**src/rtl/vrt_pkg.sv**
```systemverilog
// vrt_pkg: shared types and constants for the rotated trilinear resampler
// no dependencies
package vrt_pkg;

  localparam int unsigned CoefFrac  = 14;
  localparam int unsigned MaxExtent = 32;

  typedef enum logic [2:0] {
    REG_SIZE_X    = 3'd0,
    REG_SIZE_Y    = 3'd1,
    REG_SIZE_Z    = 3'd2,
    REG_COEF_X    = 3'd3,
    REG_COEF_Y    = 3'd4,
    REG_COEF_Z    = 3'd5,
    REG_MASK_MODE = 3'd6
  } reg_idx_e;

  localparam logic REQ_WRITE = 1'b0;
  localparam logic REQ_QUERY = 1'b1;

  typedef struct packed {
    logic        req_type;
    logic [4:0]  pos_x;
    logic [4:0]  pos_y;
    logic [4:0]  pos_z;
    logic signed [15:0] voxel_in;
    logic [15:0] mask_in;
  } in_item_t;

  typedef struct packed {
    logic        inside_res;
    logic signed [15:0] voxel_out;
    logic [15:0] mask_out;
  } out_item_t;

  typedef struct packed {
    logic [5:0]  size_x;
    logic [5:0]  size_y;
    logic [5:0]  size_z;
    logic [47:0] coef_x;
    logic [47:0] coef_y;
    logic [47:0] coef_z;
    logic        mask_mode;
  } cfg_t;

endpackage

```
**src/rtl/vrt_coord.sv**
```systemverilog
// vrt_coord: two-stage source coordinate for one axis (products, then sum and bounds)
// depends on vrt_pkg
module vrt_coord import vrt_pkg::*; #(
  parameter int unsigned MaxExtent = 32,
  parameter int unsigned FracBits  = 14,
  localparam int unsigned AW = $clog2(MaxExtent)
) (
  input  logic                clk_i,
  input  logic                en_i,
  input  logic [5:0]          size_i,
  input  logic [47:0]         coef_i,
  input  logic signed [6:0]   off_x_i,
  input  logic signed [6:0]   off_y_i,
  input  logic signed [6:0]   off_z_i,
  output logic                inside_o,
  output logic [AW-1:0]       base_o,
  output logic [FracBits:0]   w2_o
);
  // products registered, then sum and bounds
  logic signed [22:0] p0_q, p1_q, p2_q;
  logic [5:0]         size_q;
  logic signed [25:0] r;
  logic signed [11:0] fl;
  logic [CoefFrac-1:0] frac;

  always_ff @(posedge clk_i) begin
    if (en_i) begin
      p0_q   <= $signed(coef_i[15:0])  * off_x_i;
      p1_q   <= $signed(coef_i[31:16]) * off_y_i;
      p2_q   <= $signed(coef_i[47:32]) * off_z_i;
      size_q <= size_i;
    end
  end

  always_comb begin
    r = 26'(p0_q) + 26'(p1_q) + 26'(p2_q)
      + $signed({6'd0, size_q[5:1], 15'd0} >> (15 - CoefFrac));
    fl   = 12'(r >>> CoefFrac);
    frac = r[CoefFrac-1:0];
  end

  always_ff @(posedge clk_i) begin
    if (en_i) begin
      inside_o <= !r[25] && (fl < $signed({6'd0, size_q}) - 12'sd1);
      base_o   <= fl[AW-1:0];
      if (FracBits >= CoefFrac) w2_o <= (FracBits+1)'({frac} << (FracBits - CoefFrac));
      else                      w2_o <= (FracBits+1)'({frac} >> (CoefFrac - FracBits));
    end
  end
endmodule

```
**config.mk**
```make
export PLATFORM = sky130hd
export DESIGN_NAME = vrt_coord
export DESIGN_NICKNAME = d
export VERILOG_FILES = /design/src/rtl/vrt_pkg.sv /design/src/rtl/vrt_coord.sv
export SDC_FILE = /design/constraint.sdc
export NUM_CORES = 1
export LEC_CHECK = 0
export ABC_AREA = 1
export BUFFER_PORTS_ARGS = -buffer_cell sky130_fd_sc_hd__buf_4
export CAP_MARGIN = 25
export CORE_UTILIZATION = 30
export DETAILED_ROUTE_END_ITERATION = 12
export PLACE_DENSITY = 0.45
export RECOVER_POWER = 100
export SLEW_MARGIN = 20
export SYNTH_ARGS = -nofsm -noshare
export SYNTH_HDL_FRONTEND = slang
export SYNTH_SLANG_ARGS = --single-unit
```
**constraint.sdc**
```tcl
create_clock -name clk_i -period 4.6 [get_ports clk_i]
set_input_delay 0.23 -clock clk_i [delete_from_list [all_inputs] [get_ports clk_i]]
set_output_delay 0.23 -clock clk_i [all_outputs]
set_load 0.05 [all_outputs]
```
== Word level (Yosys, flattened, before mapping) ==
Index checks and enable logic that the tools add are counted.

* Register bits: 95
* Output and inout bits: 21
* Logic and storage cells: 17

* Add/sub/neg operators: 4
* $mul: 3
* Order comparisons: 1
* Reduce and logical (&&, ||, !) cells: 2

{| class="wikitable"
|+ Operators by type and width
! cell !! count
|-
| 16-bit by 7-bit multiplier with 23-bit output || 3
|-
| 25-bit by 20-bit adder with 26-bit output || 1
|-
| 24-bit by 23-bit adder with 25-bit output || 1
|-
| 23-bit by 23-bit adder with 24-bit output || 1
|-
| 12-bit by 7-bit less-than comparator with 1-bit output || 1
|-
| 6-bit by 1-bit subtractor with 7-bit output, second input constant || 1
|-
| 1-bit logical AND || 1
|-
| 1-bit logical NOT || 1
|}

== Logic depth before layout (Yosys ltp) ==
* Depth after elaboration: 5
* Depth in mapped cells: 27

== Least setup slack after synthesis ==
Ideal clock, no wire load.

* Kind: input port to flip-flop
* Start: input port off_y_i[1]
* End: register p1_q[19] (data pin)
* Library setup time: 0.262 ns
* Arrival: 4.243 ns
* Path slack: 0.095 ns
* Cell stages on the path: 19
* Buffers on the path: 2
* Cell sequence: clkbuf_1 clkbuf_1 nand2_1 fa_1 fa_1 inv_1 fa_1 inv_1 fa_1 inv_1 ha_1 a21o_1 nand3_1 nand2_1 nand2_1 o2111ai_1 a21oi_1 o21ai_1 xor2_1

* Longest elaborated chain between the ends: 1

{| class="wikitable"
|+ Ends and longest elaborated chain
! what !! line !! RTL
|-
| from (decl) || vrt_coord.sv:13 || <nowiki>input logic signed [6:0] off_y_i,</nowiki>
|-
| 16-bit by 7-bit multiplier with 23-bit output || vrt_coord.sv:29 || <nowiki>p1_q <= $signed(coef_i[31:16]) * off_y_i;</nowiki>
|-
| to (signal assigned) || vrt_coord.sv:29 ||
|-
| to (decl) || vrt_coord.sv:20 || <nowiki>logic signed [22:0] p0_q, p1_q, p2_q;</nowiki>
|}

No other way between the ends.
A chain may end at the register's enable or synchronous reset.

== Worst setup path after layout ==
* Start: input port off_x_i[1]
* End: register p0_q[18] (data pin)

* Longest elaborated chain between the ends: 1

{| class="wikitable"
|+ Ends and longest elaborated chain
! what !! line !! RTL
|-
| from (decl) || vrt_coord.sv:12 || <nowiki>input logic signed [6:0] off_x_i,</nowiki>
|-
| 16-bit by 7-bit multiplier with 23-bit output || vrt_coord.sv:28 || <nowiki>p0_q <= $signed(coef_i[15:0]) * off_x_i;</nowiki>
|-
| to (signal assigned) || vrt_coord.sv:28 ||
|-
| to (decl) || vrt_coord.sv:20 ||
|}

No other way between the ends.

==> flow_metrics.py <==
metrics = {
    "outcome": {
        "status": "finished with violations",
        "violations": "capacitance limit, slew limit",
    },
    "place": {
        "port_buffers": 96,
        "finalWeightedCongestion": 0.843,
        "placed_area_um2": 19500,
        "dp_hpwl_mm": 34.4,
    },
    "timing": {
        "fin_skew_ns": 0.0120,
        "finalHoldViolCount": 0,
        "max_freq_ghz": 0.229,
        "rsz0062_at_grt": "true",
        "min_period_over_period": 0.949,
        "hold_ws_ns": 0.0653,
        "slew_headroom": -0.658,
        "finalSetupViolCount": 0,
        "worst_slew_pin_slew_ns": 2.49,
        "period_needed_ns": 4.37,
        "drv_slew": 46,
    },
    "die": {
        "initial_utilization": 0.306,
        "dieArea_um2": 60400,
        "die_w_um": 246,
        "die_y_um": 246,
        "rows": 88,
        "num_io_pins": 98,
        "coreArea_um2": 58100,
    },
    "logic_synthesis": {
        "synth_seq_cells": 95,
        "ys_warn_count": 0,
        "synthArstFlopShare": 0,
        "syn_area_um2": 17800,
        "synth_cells": 2131,
        "yosys.area.top_type": "fa_1",
        "synth_area_leaders": "fa_1, edfxtp_1, inv_1, ha_1, nand2_1",
        "ys_types": 47,
        "synth_edf_count": 95,
        "ys_seq_area_frac": 0.160,
        "synth.most_common_cell": "inv_1",
        "syn-num-nets": 2680,
        "synth_common_cells": "inv_1, nand2_1, fa_1",
        "ys.flop_type": "edfxtp_1",
        "synth_top_area_frac": 0.316,
        "syn_avg_cell_area_um2": 8.36,
    },
    "critical_path": {
        "critPathBufInv": 5,
        "cp_num_cells": 17,
        "reg2reg_to": "inside_o",
        "critPathKind": "input pin to register",
        "critPathArrivalTime_ns": 4.48,
        "cp_cell_sequence": "buf_4, nand2_1, fa_1, fa_1, inv_1, fa_1, inv_1, fa_1, inv_1, ha_1, inv_1, nor3_1, a21oi_2, o21ai_0, a21oi_1, o31ai_2, xor2_1",
        "crit_path_end_kind": "register",
        "r2r-start": "p1_q[2]",
        "crit_path_top_delay_cell": "fa_1",
        "worstSetupStartpoint": "off_x_i[1]",
        "crit_required_ns": 4.71,
        "cp-start-kind": "input pin",
        "rrSetupSlack_ns": 0.29,
        "critPathCapture": "p0_q[18]",
        "cp_top_family": "adder cells",
        "critical-path-max-stage-delay_ns": 0.54,
        "ff2ff_path_depth": 25,
        "worstPathMaxFanout": 16,
    },
    "final_layout": {
        "drive_gt1_frac": 0.0613,
        "antennaDiodeCount": 0,
        "layout.nets": 2762,
        "areaGrowthSynthToFinish_pct": 10.1,
        "postLayoutCellArea_um2": 19600,
    },
    "global_routing": {
        "first_global_vias": 13700,
        "overflow": 0,
        "grt_pass1_wl_mm": 67.9,
        "grt_max_degree": 52,
        "grt_antenna_before_repair": 1,
        "grt_usage": 0.140,
    },
    "clocking": {
        "root_buffer": "clkbuf_16",
        "clk_path_buf_depth": 2,
        "clock-sinks": 95,
        "ctsHoldBuffers": 0,
        "post-cts-setup-buffers": 0,
        "cts_buffers": 9,
        "htreeDepth": 3,
        "clk_pin_slew_ns": 0.08,
        "cts_tree": "done",
        "clk_latency_ns": 0.36,
    },
    "routing": {
        "drtIter0Drc": 538,
        "num_vias": 13000,
        "wl_per_cell_um": 13.4,
        "vias_per_cell": 4.36,
        "drt.antenna.violating_nets": 0,
        "wl_mm": 39.8,
        "first_pass_iters": 5,
        "drc": 0,
    },
    "run": {
        "max_cap_viol_count": 1,
    },
    "min_path": {
        "hold_depth": 1,
        "worstHoldPathType": "input pin to register",
        "min_from": "size_i[1]",
    },
}
## logic make-up after synthesis
| family | after synthesis | synth area share |
|---|---|---|
| buf+inv | 717 | 0.151 |
| fa+ha+maj | 472 | 0.450 |
| flops | 95 | 0.160 |
| simple gates | 585 | 0.133 |
| other cells | 1 | 0.000210 |
| compound gates | 161 | 0.0568 |
| xor+xnor | 100 | 0.0492 |
## how the worst min path moves through the flow
stage / to / slack (ns)
6_report: size_q[1] / 0.07
5_1_grt: size_q[1] / 0.05
4_1_cts: size_q[1] / 0.03
3_5_place_dp: size_q[0] / 0.41
3_3_place_gp: size_q[4] / 0.41
2_1_floorplan: size_q[0] / 0.33
## cells in the final DEF (no fill, tap or decap), types with 4 or more instances in the layout
cell type and count:
nor2_1 74, clkbuf_16 9, nor3_1 8, a31oi_1 11, a21oi_2 4, ha_1 191, xnor2_1 42, fa_1 280
or2_2 15, clkbuf_1 27, a21o_1 7, inv_1 674, clkbuf_4 9, a211oi_1 4, nand3_1 37, buf_4 73
nand2_1 427, o21bai_1 5, nand4_1 10, edfxtp_1 95, a21oi_1 74, o21ai_0 37, nor4_1 4, xor2_1 58
## final cells by class
class,instances,area (µm²)
inverter,677,2540
timing repair buffer,111,742
tap,765,957
fill,6166,38500
clock buffer,9,225
sequential,95,2850
multi-input combinational,1319,12200
clock inverter,7,86.3
## sequential cells by signal, indices dropped and copies added, names as in the netlist
register and cells:
size_q 6, p1_q 23, inside_o 1, p0_q 23, w2_o 14, p2_q 23, base_o 5
## per-layer routing
metal / vias up / track usage / routed length [µm]
met5: - / 0 / 13
met4: 2 / 0.0197 / 349
met3: 23 / 0.0115 / 1130
met2: 181 / 0.231 / 18500
met1: 6368 / 0.201 / 19800
li1: 6432 / - / -
## per-stage QoR
step | cells | util | TNS (ns) | setup slack [ns]
final | 2983 | 0.338 | 0 | 0.235
after CTS | 2983 | 0.340 | 0 | 0.177
after detailed placement | 2967 | 0.335 | -0.162 | -0.133
after floorplan | 2131 | - | 0 | 0.0948
after global routing | 2983 | 0.338 | -0.0823 | -0.0659
after global placement | 2967 | 0.335 | -0.247 | -0.162
## what timing repair did
item | 4_1_cts | 5_1_grt
hold endpoints to repair | 0 | 0
setup endpoints to repair | 0 | 2
gates resized for setup | 0 | 5
Power is left out: the tool's default activity adds up to more than one toggle a clock period on the data nets, which glitch-free logic cannot reach.
