[config.mk]
export PLATFORM = sky130hd
export DESIGN_NAME = vrt_cfg
export DESIGN_NICKNAME = d
export VERILOG_FILES = /design/src/rtl/vrt_pkg.sv /design/src/rtl/vrt_cfg.sv
export SDC_FILE = /design/constraint.sdc
export NUM_CORES = 1
export LEC_CHECK = 0
export BUFFER_PORTS_ARGS = -buffer_cell sky130_fd_sc_hd__buf_4
export CORE_ASPECT_RATIO = 0.5
export CORE_MARGIN = 3
export CORE_UTILIZATION = 35
export DETAILED_ROUTE_END_ITERATION = 12
export PLACE_DENSITY = 0.68
export SLEW_MARGIN = 40
export SYNTH_ARGS = -nofsm -noshare
export SYNTH_HDL_FRONTEND = slang
export SYNTH_SLANG_ARGS = --single-unit
[constraint.sdc]
create_clock -name clk_i -period 1.2 [get_ports clk_i]
set_clock_uncertainty 0.1 [all_clocks]
set_input_delay 0.06 -clock clk_i [delete_from_list [all_inputs] [get_ports clk_i]]
set_output_delay 0.06 -clock clk_i [all_outputs]
set_load 0.01 [all_outputs]
[src/rtl/vrt_pkg.sv]
// vrt_pkg: shared types and constants for the rotated trilinear resampler
// no dependencies
package vrt_pkg;

  localparam int unsigned CoefFrac  = 14;
  localparam int unsigned MaxExtent = 32;

  typedef enum logic [2:0] {
    REG_SIZE_X    = 3'd0,
    REG_SIZE_Y    = 3'd1,
    REG_SIZE_Z    = 3'd2,
    REG_COEF_X    = 3'd3,
    REG_COEF_Y    = 3'd4,
    REG_COEF_Z    = 3'd5,
    REG_MASK_MODE = 3'd6
  } reg_idx_e;

  localparam logic REQ_WRITE = 1'b0;
  localparam logic REQ_QUERY = 1'b1;

  typedef struct packed {
    logic        req_type;
    logic [4:0]  pos_x;
    logic [4:0]  pos_y;
    logic [4:0]  pos_z;
    logic signed [15:0] voxel_in;
    logic [15:0] mask_in;
  } in_item_t;

  typedef struct packed {
    logic        inside_res;
    logic signed [15:0] voxel_out;
    logic [15:0] mask_out;
  } out_item_t;

  typedef struct packed {
    logic [5:0]  size_x;
    logic [5:0]  size_y;
    logic [5:0]  size_z;
    logic [47:0] coef_x;
    logic [47:0] coef_y;
    logic [47:0] coef_z;
    logic        mask_mode;
  } cfg_t;

endpackage

[src/rtl/vrt_cfg.sv]
// vrt_cfg: apb register file for sizes, rotation coefficients and mask mode
// depends on vrt_pkg
module vrt_cfg import vrt_pkg::*; (
  input  logic        clk_i,
  input  logic        rst_ni,
  input  logic        psel,
  input  logic        penable,
  input  logic        pwrite,
  input  logic [5:0]  paddr,
  input  logic [63:0] pwdata,
  output logic [63:0] prdata,
  output logic        pready,
  output cfg_t        cfg_o
);
  cfg_t     cfg_q;
  reg_idx_e idx;
  logic     wr;

  assign idx    = reg_idx_e'(paddr[5:3]);
  assign wr     = psel & penable & pwrite;
  assign pready = 1'b1;
  assign cfg_o  = cfg_q;

  always_ff @(posedge clk_i or negedge rst_ni) begin
    if (!rst_ni) begin
      cfg_q.size_x    <= 6'd32;
      cfg_q.size_y    <= 6'd32;
      cfg_q.size_z    <= 6'd32;
      cfg_q.coef_x    <= 48'h0000_0000_4000;
      cfg_q.coef_y    <= 48'h0000_4000_0000;
      cfg_q.coef_z    <= 48'h4000_0000_0000;
      cfg_q.mask_mode <= 1'b1;
    end else if (wr) begin
      unique case (idx)
        REG_SIZE_X:    cfg_q.size_x    <= pwdata[5:0];
        REG_SIZE_Y:    cfg_q.size_y    <= pwdata[5:0];
        REG_SIZE_Z:    cfg_q.size_z    <= pwdata[5:0];
        REG_COEF_X:    cfg_q.coef_x    <= pwdata[47:0];
        REG_COEF_Y:    cfg_q.coef_y    <= pwdata[47:0];
        REG_COEF_Z:    cfg_q.coef_z    <= pwdata[47:0];
        REG_MASK_MODE: cfg_q.mask_mode <= pwdata[0];
        default: ;
      endcase
    end
  end

  always_comb begin
    unique case (idx)
      REG_SIZE_X:    prdata = {58'd0, cfg_q.size_x};
      REG_SIZE_Y:    prdata = {58'd0, cfg_q.size_y};
      REG_SIZE_Z:    prdata = {58'd0, cfg_q.size_z};
      REG_COEF_X:    prdata = {16'd0, cfg_q.coef_x};
      REG_COEF_Y:    prdata = {16'd0, cfg_q.coef_y};
      REG_COEF_Z:    prdata = {16'd0, cfg_q.coef_z};
      REG_MASK_MODE: prdata = {63'd0, cfg_q.mask_mode};
      default:       prdata = 64'd0;
    endcase
  end
endmodule

; ---- Yosys cells after proc, flatten, opt, wreduce, memory -nomap -nowiden
; Index checks and enable logic that the tools add are counted.
; W data, S select, Z words.
[classes]
n_eq_ne = 6
n_mux = 1
bitwise_logic = 2
n_reduce_logical = 8
[op_table]
columns = op, count
row1 = $pmux W48 S7, 1
row2 = $reduce_and A2 Y1, 7
row3 = $eq A3 B3 Y1 const B, 3
row4 = $eq A3 B2 Y1 const B, 2
row5 = $eq A3 B1 Y1 const B, 1
row6 = $logic_not A3 Y1, 1
row7 = $and A1 B1 Y1, 2
[word_totals]
register_bits = 163
output_inout_bits = 228
word_cells = 24

; ---- Depth between registers and ports, before layout
[logic_depth]
depth_word = 3
depth_mapped = 7
mapped_depth_nobuf = 3

; ---- Worst setup path before layout
; No wires, ideal clock.
[synth_path]
path_kind = input -> register
start = input paddr[4]
end = register cfg_q, in the netlist cfg_o[76]
setup_time_ns = 0.125
arrival_ns = 1.199
setup_slack_ns = -0.224
path_stages = 7
path_buffers = 4
path_cell_list = buf_6 nand2b_1 buf_4 nor2_4 buf_6 buf_6 mux2_2
[synth_between]
elab_chain_len = 2
[synth_rtl]
columns = item, line_no
row1 = start: declaration, vrt_cfg.sv:9  ; input logic [5:0] paddr,
row2 = $eq A3 B3 Y1, vrt_cfg.sv:34  ; unique case (idx)
row3 = $reduce_and A2 Y1 (no line), n/a
row4 = end: declaration, vrt_cfg.sv:15  ; cfg_t cfg_q;
; Every way passes these cells.
; A chain may end at the register's enable or synchronous reset.

; ---- Worst setup path in the final report
[layout_path]
start = register cfg_q, in the netlist cfg_o[157]
end = output prdata[0]
[layout_between]
elab_chain_len = 1
[layout_rtl]
columns = item, line_no
row1 = $pmux W48 S7, vrt_cfg.sv:48  ; unique case (idx)
row2 = end: declaration, vrt_cfg.sv:11  ; output logic [63:0] prdata,
; Every way passes these cells.

==> flow_metrics.py <==
metrics = {
    "outcome": {
        "status": "complete, but fails checks",
        "violations": "setup timing",
    },
    "drt": {
        "vias_per_cell": 4.87,
        "wire_per_inst_microns": 19.6,
        "remaining_drc_errors": 0,
        "dr.pass1.iters": 4,
        "postRouteAntennaNets": 0,
        "drt_iter0_drc": 318,
        "vias": 6406,
        "routed_wl_microns": 25700,
    },
    "clocking": {
        "tritoncts": "done",
        "clockRootBuffer": "clkbuf_16",
        "cts.clk_slew.worst_paths_ns": 0.07,
        "cts_sinks": 163,
        "clock_path_buffers": 2,
        "h-tree-depth": 4,
        "cts_buffers": 17,
        "clock_latency_ns": 0.40,
    },
    "timing": {
        "setup_tns_ns": -12.25,
        "setup_viol": 126,
        "slew_viol_final": 0,
        "rsz0062_at_grt": "true",
        "setup_slack_ns": -0.660,
        "clock.fmax_mhz": 538,
        "hold_violations": 0,
        "fin_crit_sh_pct": 155,
        "fin_crit_ns": 1.86,
    },
    "floorplan": {
        "core_area_sq_um": 20800,
        "fp.dieW_microns": 213,
        "start_util_pct": 36.0,
        "pin_count": 303,
        "die_y_microns": 109,
        "die_area_sq_um": 23300,
        "rows": 37,
    },
    "global_routing": {
        "grt_pass1_wl_microns": 38200,
        "grt_max_degree": 61,
        "grt-ovfl-total": 0,
        "grtUsageTotal_pct": 21.2,
        "grt_pass1_vias": 6981,
        "antenna_found_initial": 0,
    },
    "power": {
        "cellPowerDensity_nw_per_um2": 1570,
        "intPower_w": 0.0146,
        "power_switching_share_pct": 29.7,
        "p_switching_w": 0.00616,
        "power_frac_seq_pct": 36.1,
        "pwr-share-clk_pct": 25.5,
        "leakage_nw": 6.47,
        "p_comb_share_pct": 38.4,
        "ir_worst_vdd_mv": 0.895,
    },
    "synth": {
        "synthMuxAreaShare_pct": 32.6,
        "seq_area_frac_synth_pct": 54.6,
        "synth_area_sq_um": 7490,
        "ys_seq_elements": 163,
        "synth_compound_area_share_pct": 3.74,
        "synth_area_per_cell_sq_um": 13.5,
        "synthAdderAreaFrac_pct": 0,
        "netlist_instances": 556,
        "synth_warnings": 0,
        "synth_xor_area_share_pct": 0,
        "yosys.area_share.simple_pct": 4.13,
        "synth.distinct_cells": 29,
        "synth_top_family_by_area": "multiplexers",
    },
    "layout": {
        "most-common-layout-cells": "229 x buf_6, 197 x buf_4, 156 x dfrtp_1, 118 x mux2_2, 50 x dlygate4sd3_1",
        "area_growth_pct": 76.3,
        "final_common_cell": "buf_6",
        "antenna-diode-count": 0,
        "finalNetCount": 1104,
        "multi_input_area_sq_um": 3330,
        "final-seq-area_sq_um": 4090,
        "largest_reg_flops": 163,
        "drive_above_1_share_pct": 63.8,
        "final_core_util_pct": 63.5,
        "nFillCells": 1483,
    },
    "worst_setup_path": {
        "reg2reg_to": "cfg_o[157]",
        "arrival_ns": 1.70,
        "path_class": "flop to output port",
        "critical_path.endpoint_type": "output port",
        "rr_startpoint": "cfg_o[157]",
        "path_delay_family": "multiplexers",
        "path_buf_inv": 1,
        "required_ns": 1.04,
        "cpPeakStageDelay_ns": 0.47,
        "crit_chain": "mux4_2 -> mux2_4 -> buf_6",
        "cp.depth": 3,
        "crit_fanout": 2,
        "worst-r2r-cell-count": 4,
        "cp_slowest_cell": "mux4_2",
        "critPathLaunch": "cfg_o[157]",
        "startpoint_type": "flop",
        "ff2ff_setup_slack_ns": 0,
    },
    "placed_design": {
        "gp_congestion": 0.840,
        "port_buffers": 266,
        "dp_hpwl_microns": 16300,
    },
    "min_path": {
        "min_path_type": "input pin to asynchronous set/reset pin",
    },
    "job": {
        "max_cap_violations": 0,
    },
}
how the worst max path moves through the flow:
stage                           end  slack, ns
after floorplan           cfg_o[28]      -0.15
after global placement    cfg_o[48]      -0.29
after detailed placement  cfg_o[59]      -0.28
after CTS                 prdata[0]      -0.65
after global routing      prdata[0]      -0.70
final                     prdata[0]      -0.66
cell families after synthesis:
logic type,Yosys count
muxes,218
DFF,163
and+or+nand+nor,67
buffers and inverters,54
AOI/OAI and AO/OA,52
other,2
metal layers:
metal	routed length [microns]	vias to the layer above	global-route usage, %
met5	0	-	0
met2	13300	174	37.3
li1	-	2891	-
met3	713	63	3.96
met1	10700	3278	25.1
met4	1010	0	10.5
cell usage after synthesis:
library cell  instances  share of area, %
nor2b_1               1             0.084
mux2_2              159                24
conb_1                2              0.10
or3_1                 1             0.084
and3b_1               1              0.12
buf_6                 8               1.2
a221oi_1              2              0.23
a221o_1               2              0.27
mux2_4                6               1.2
buf_4                23               2.3
mux4_2                2              0.60
mux2_1                3              0.45
nand3_1               2              0.13
nor2_1                7              0.35
clkbuf_1              9              0.45
nand4b_4              1              0.32
o21ai_0              46               3.1
buf_2                13              0.87
nand2b_1              2              0.17
dfstp_2               7               2.5
a31oi_1               2              0.17
inv_1                 1             0.050
mux2i_1              48               6.4
nor2_4                1              0.15
nand2_1              48               2.4
dfrtp_1             156                52
nand4_1               1             0.084
nand3b_1              1              0.10
nor3_2                1              0.13
worst min-delay path, cell delays in order:
cell,delay [ns]
dlygate4sd3_1,0.54
buf_6,0.13
buf_12,0.20
timing repair:
| item | in CTS | in global routing |
|---|---|---|
| hold buffers | 50 | 0 |
| pin swaps | 2 | 4 |
| cloned | 0 | 0 |
| resized for setup | 194 | 120 |
| buffers inserted | 93 | 55 |
| endpoints found under the hold margin | 326 | 0 |
| endpoints found under the setup margin | 78 | 157 |
power by group through the flow:
stage          Clock (W)  Sequential [W]  Combinational (W)
2_1_floorplan          0         0.00793            0.00180
3_3_place_gp           0         0.00755            0.00524
3_5_place_dp           0         0.00757            0.00533
4_1_cts          0.00542         0.00739            0.00730
5_1_grt          0.00566         0.00761            0.00846
6_report         0.00529         0.00749            0.00798
final cells by class:
class	count	share of cell area (%)
Timing Repair Buffer	492	36.9
Sequential cell	163	31.0
Multi-Input combinational cell	354	25.2
Clock buffer	18	3.33
Tap cell	273	2.59
Clock inverter	14	0.966
Inverter	1	0.0284
stage by stage:
step / worst slack [ns] / area (sq um) / power, W / hold WS [ns] / cells
after floorplan: -0.153 / 7770 / 0.00973 / -0.336 / 571
after global placement: -0.287 / 10400 / 0.0128 / -0.230 / 1123
after detailed placement: -0.284 / 10400 / 0.0129 / -0.226 / 1123
after CTS: -0.650 / 12700 / 0.0201 / 0.0631 / 1296
after global routing: -0.696 / 13200 / 0.0217 / 0.0853 / 1315
final: -0.660 / 13200 / 0.0208 / 0.0719 / 1315
Note: power is estimated with default switching activity, not from simulation.
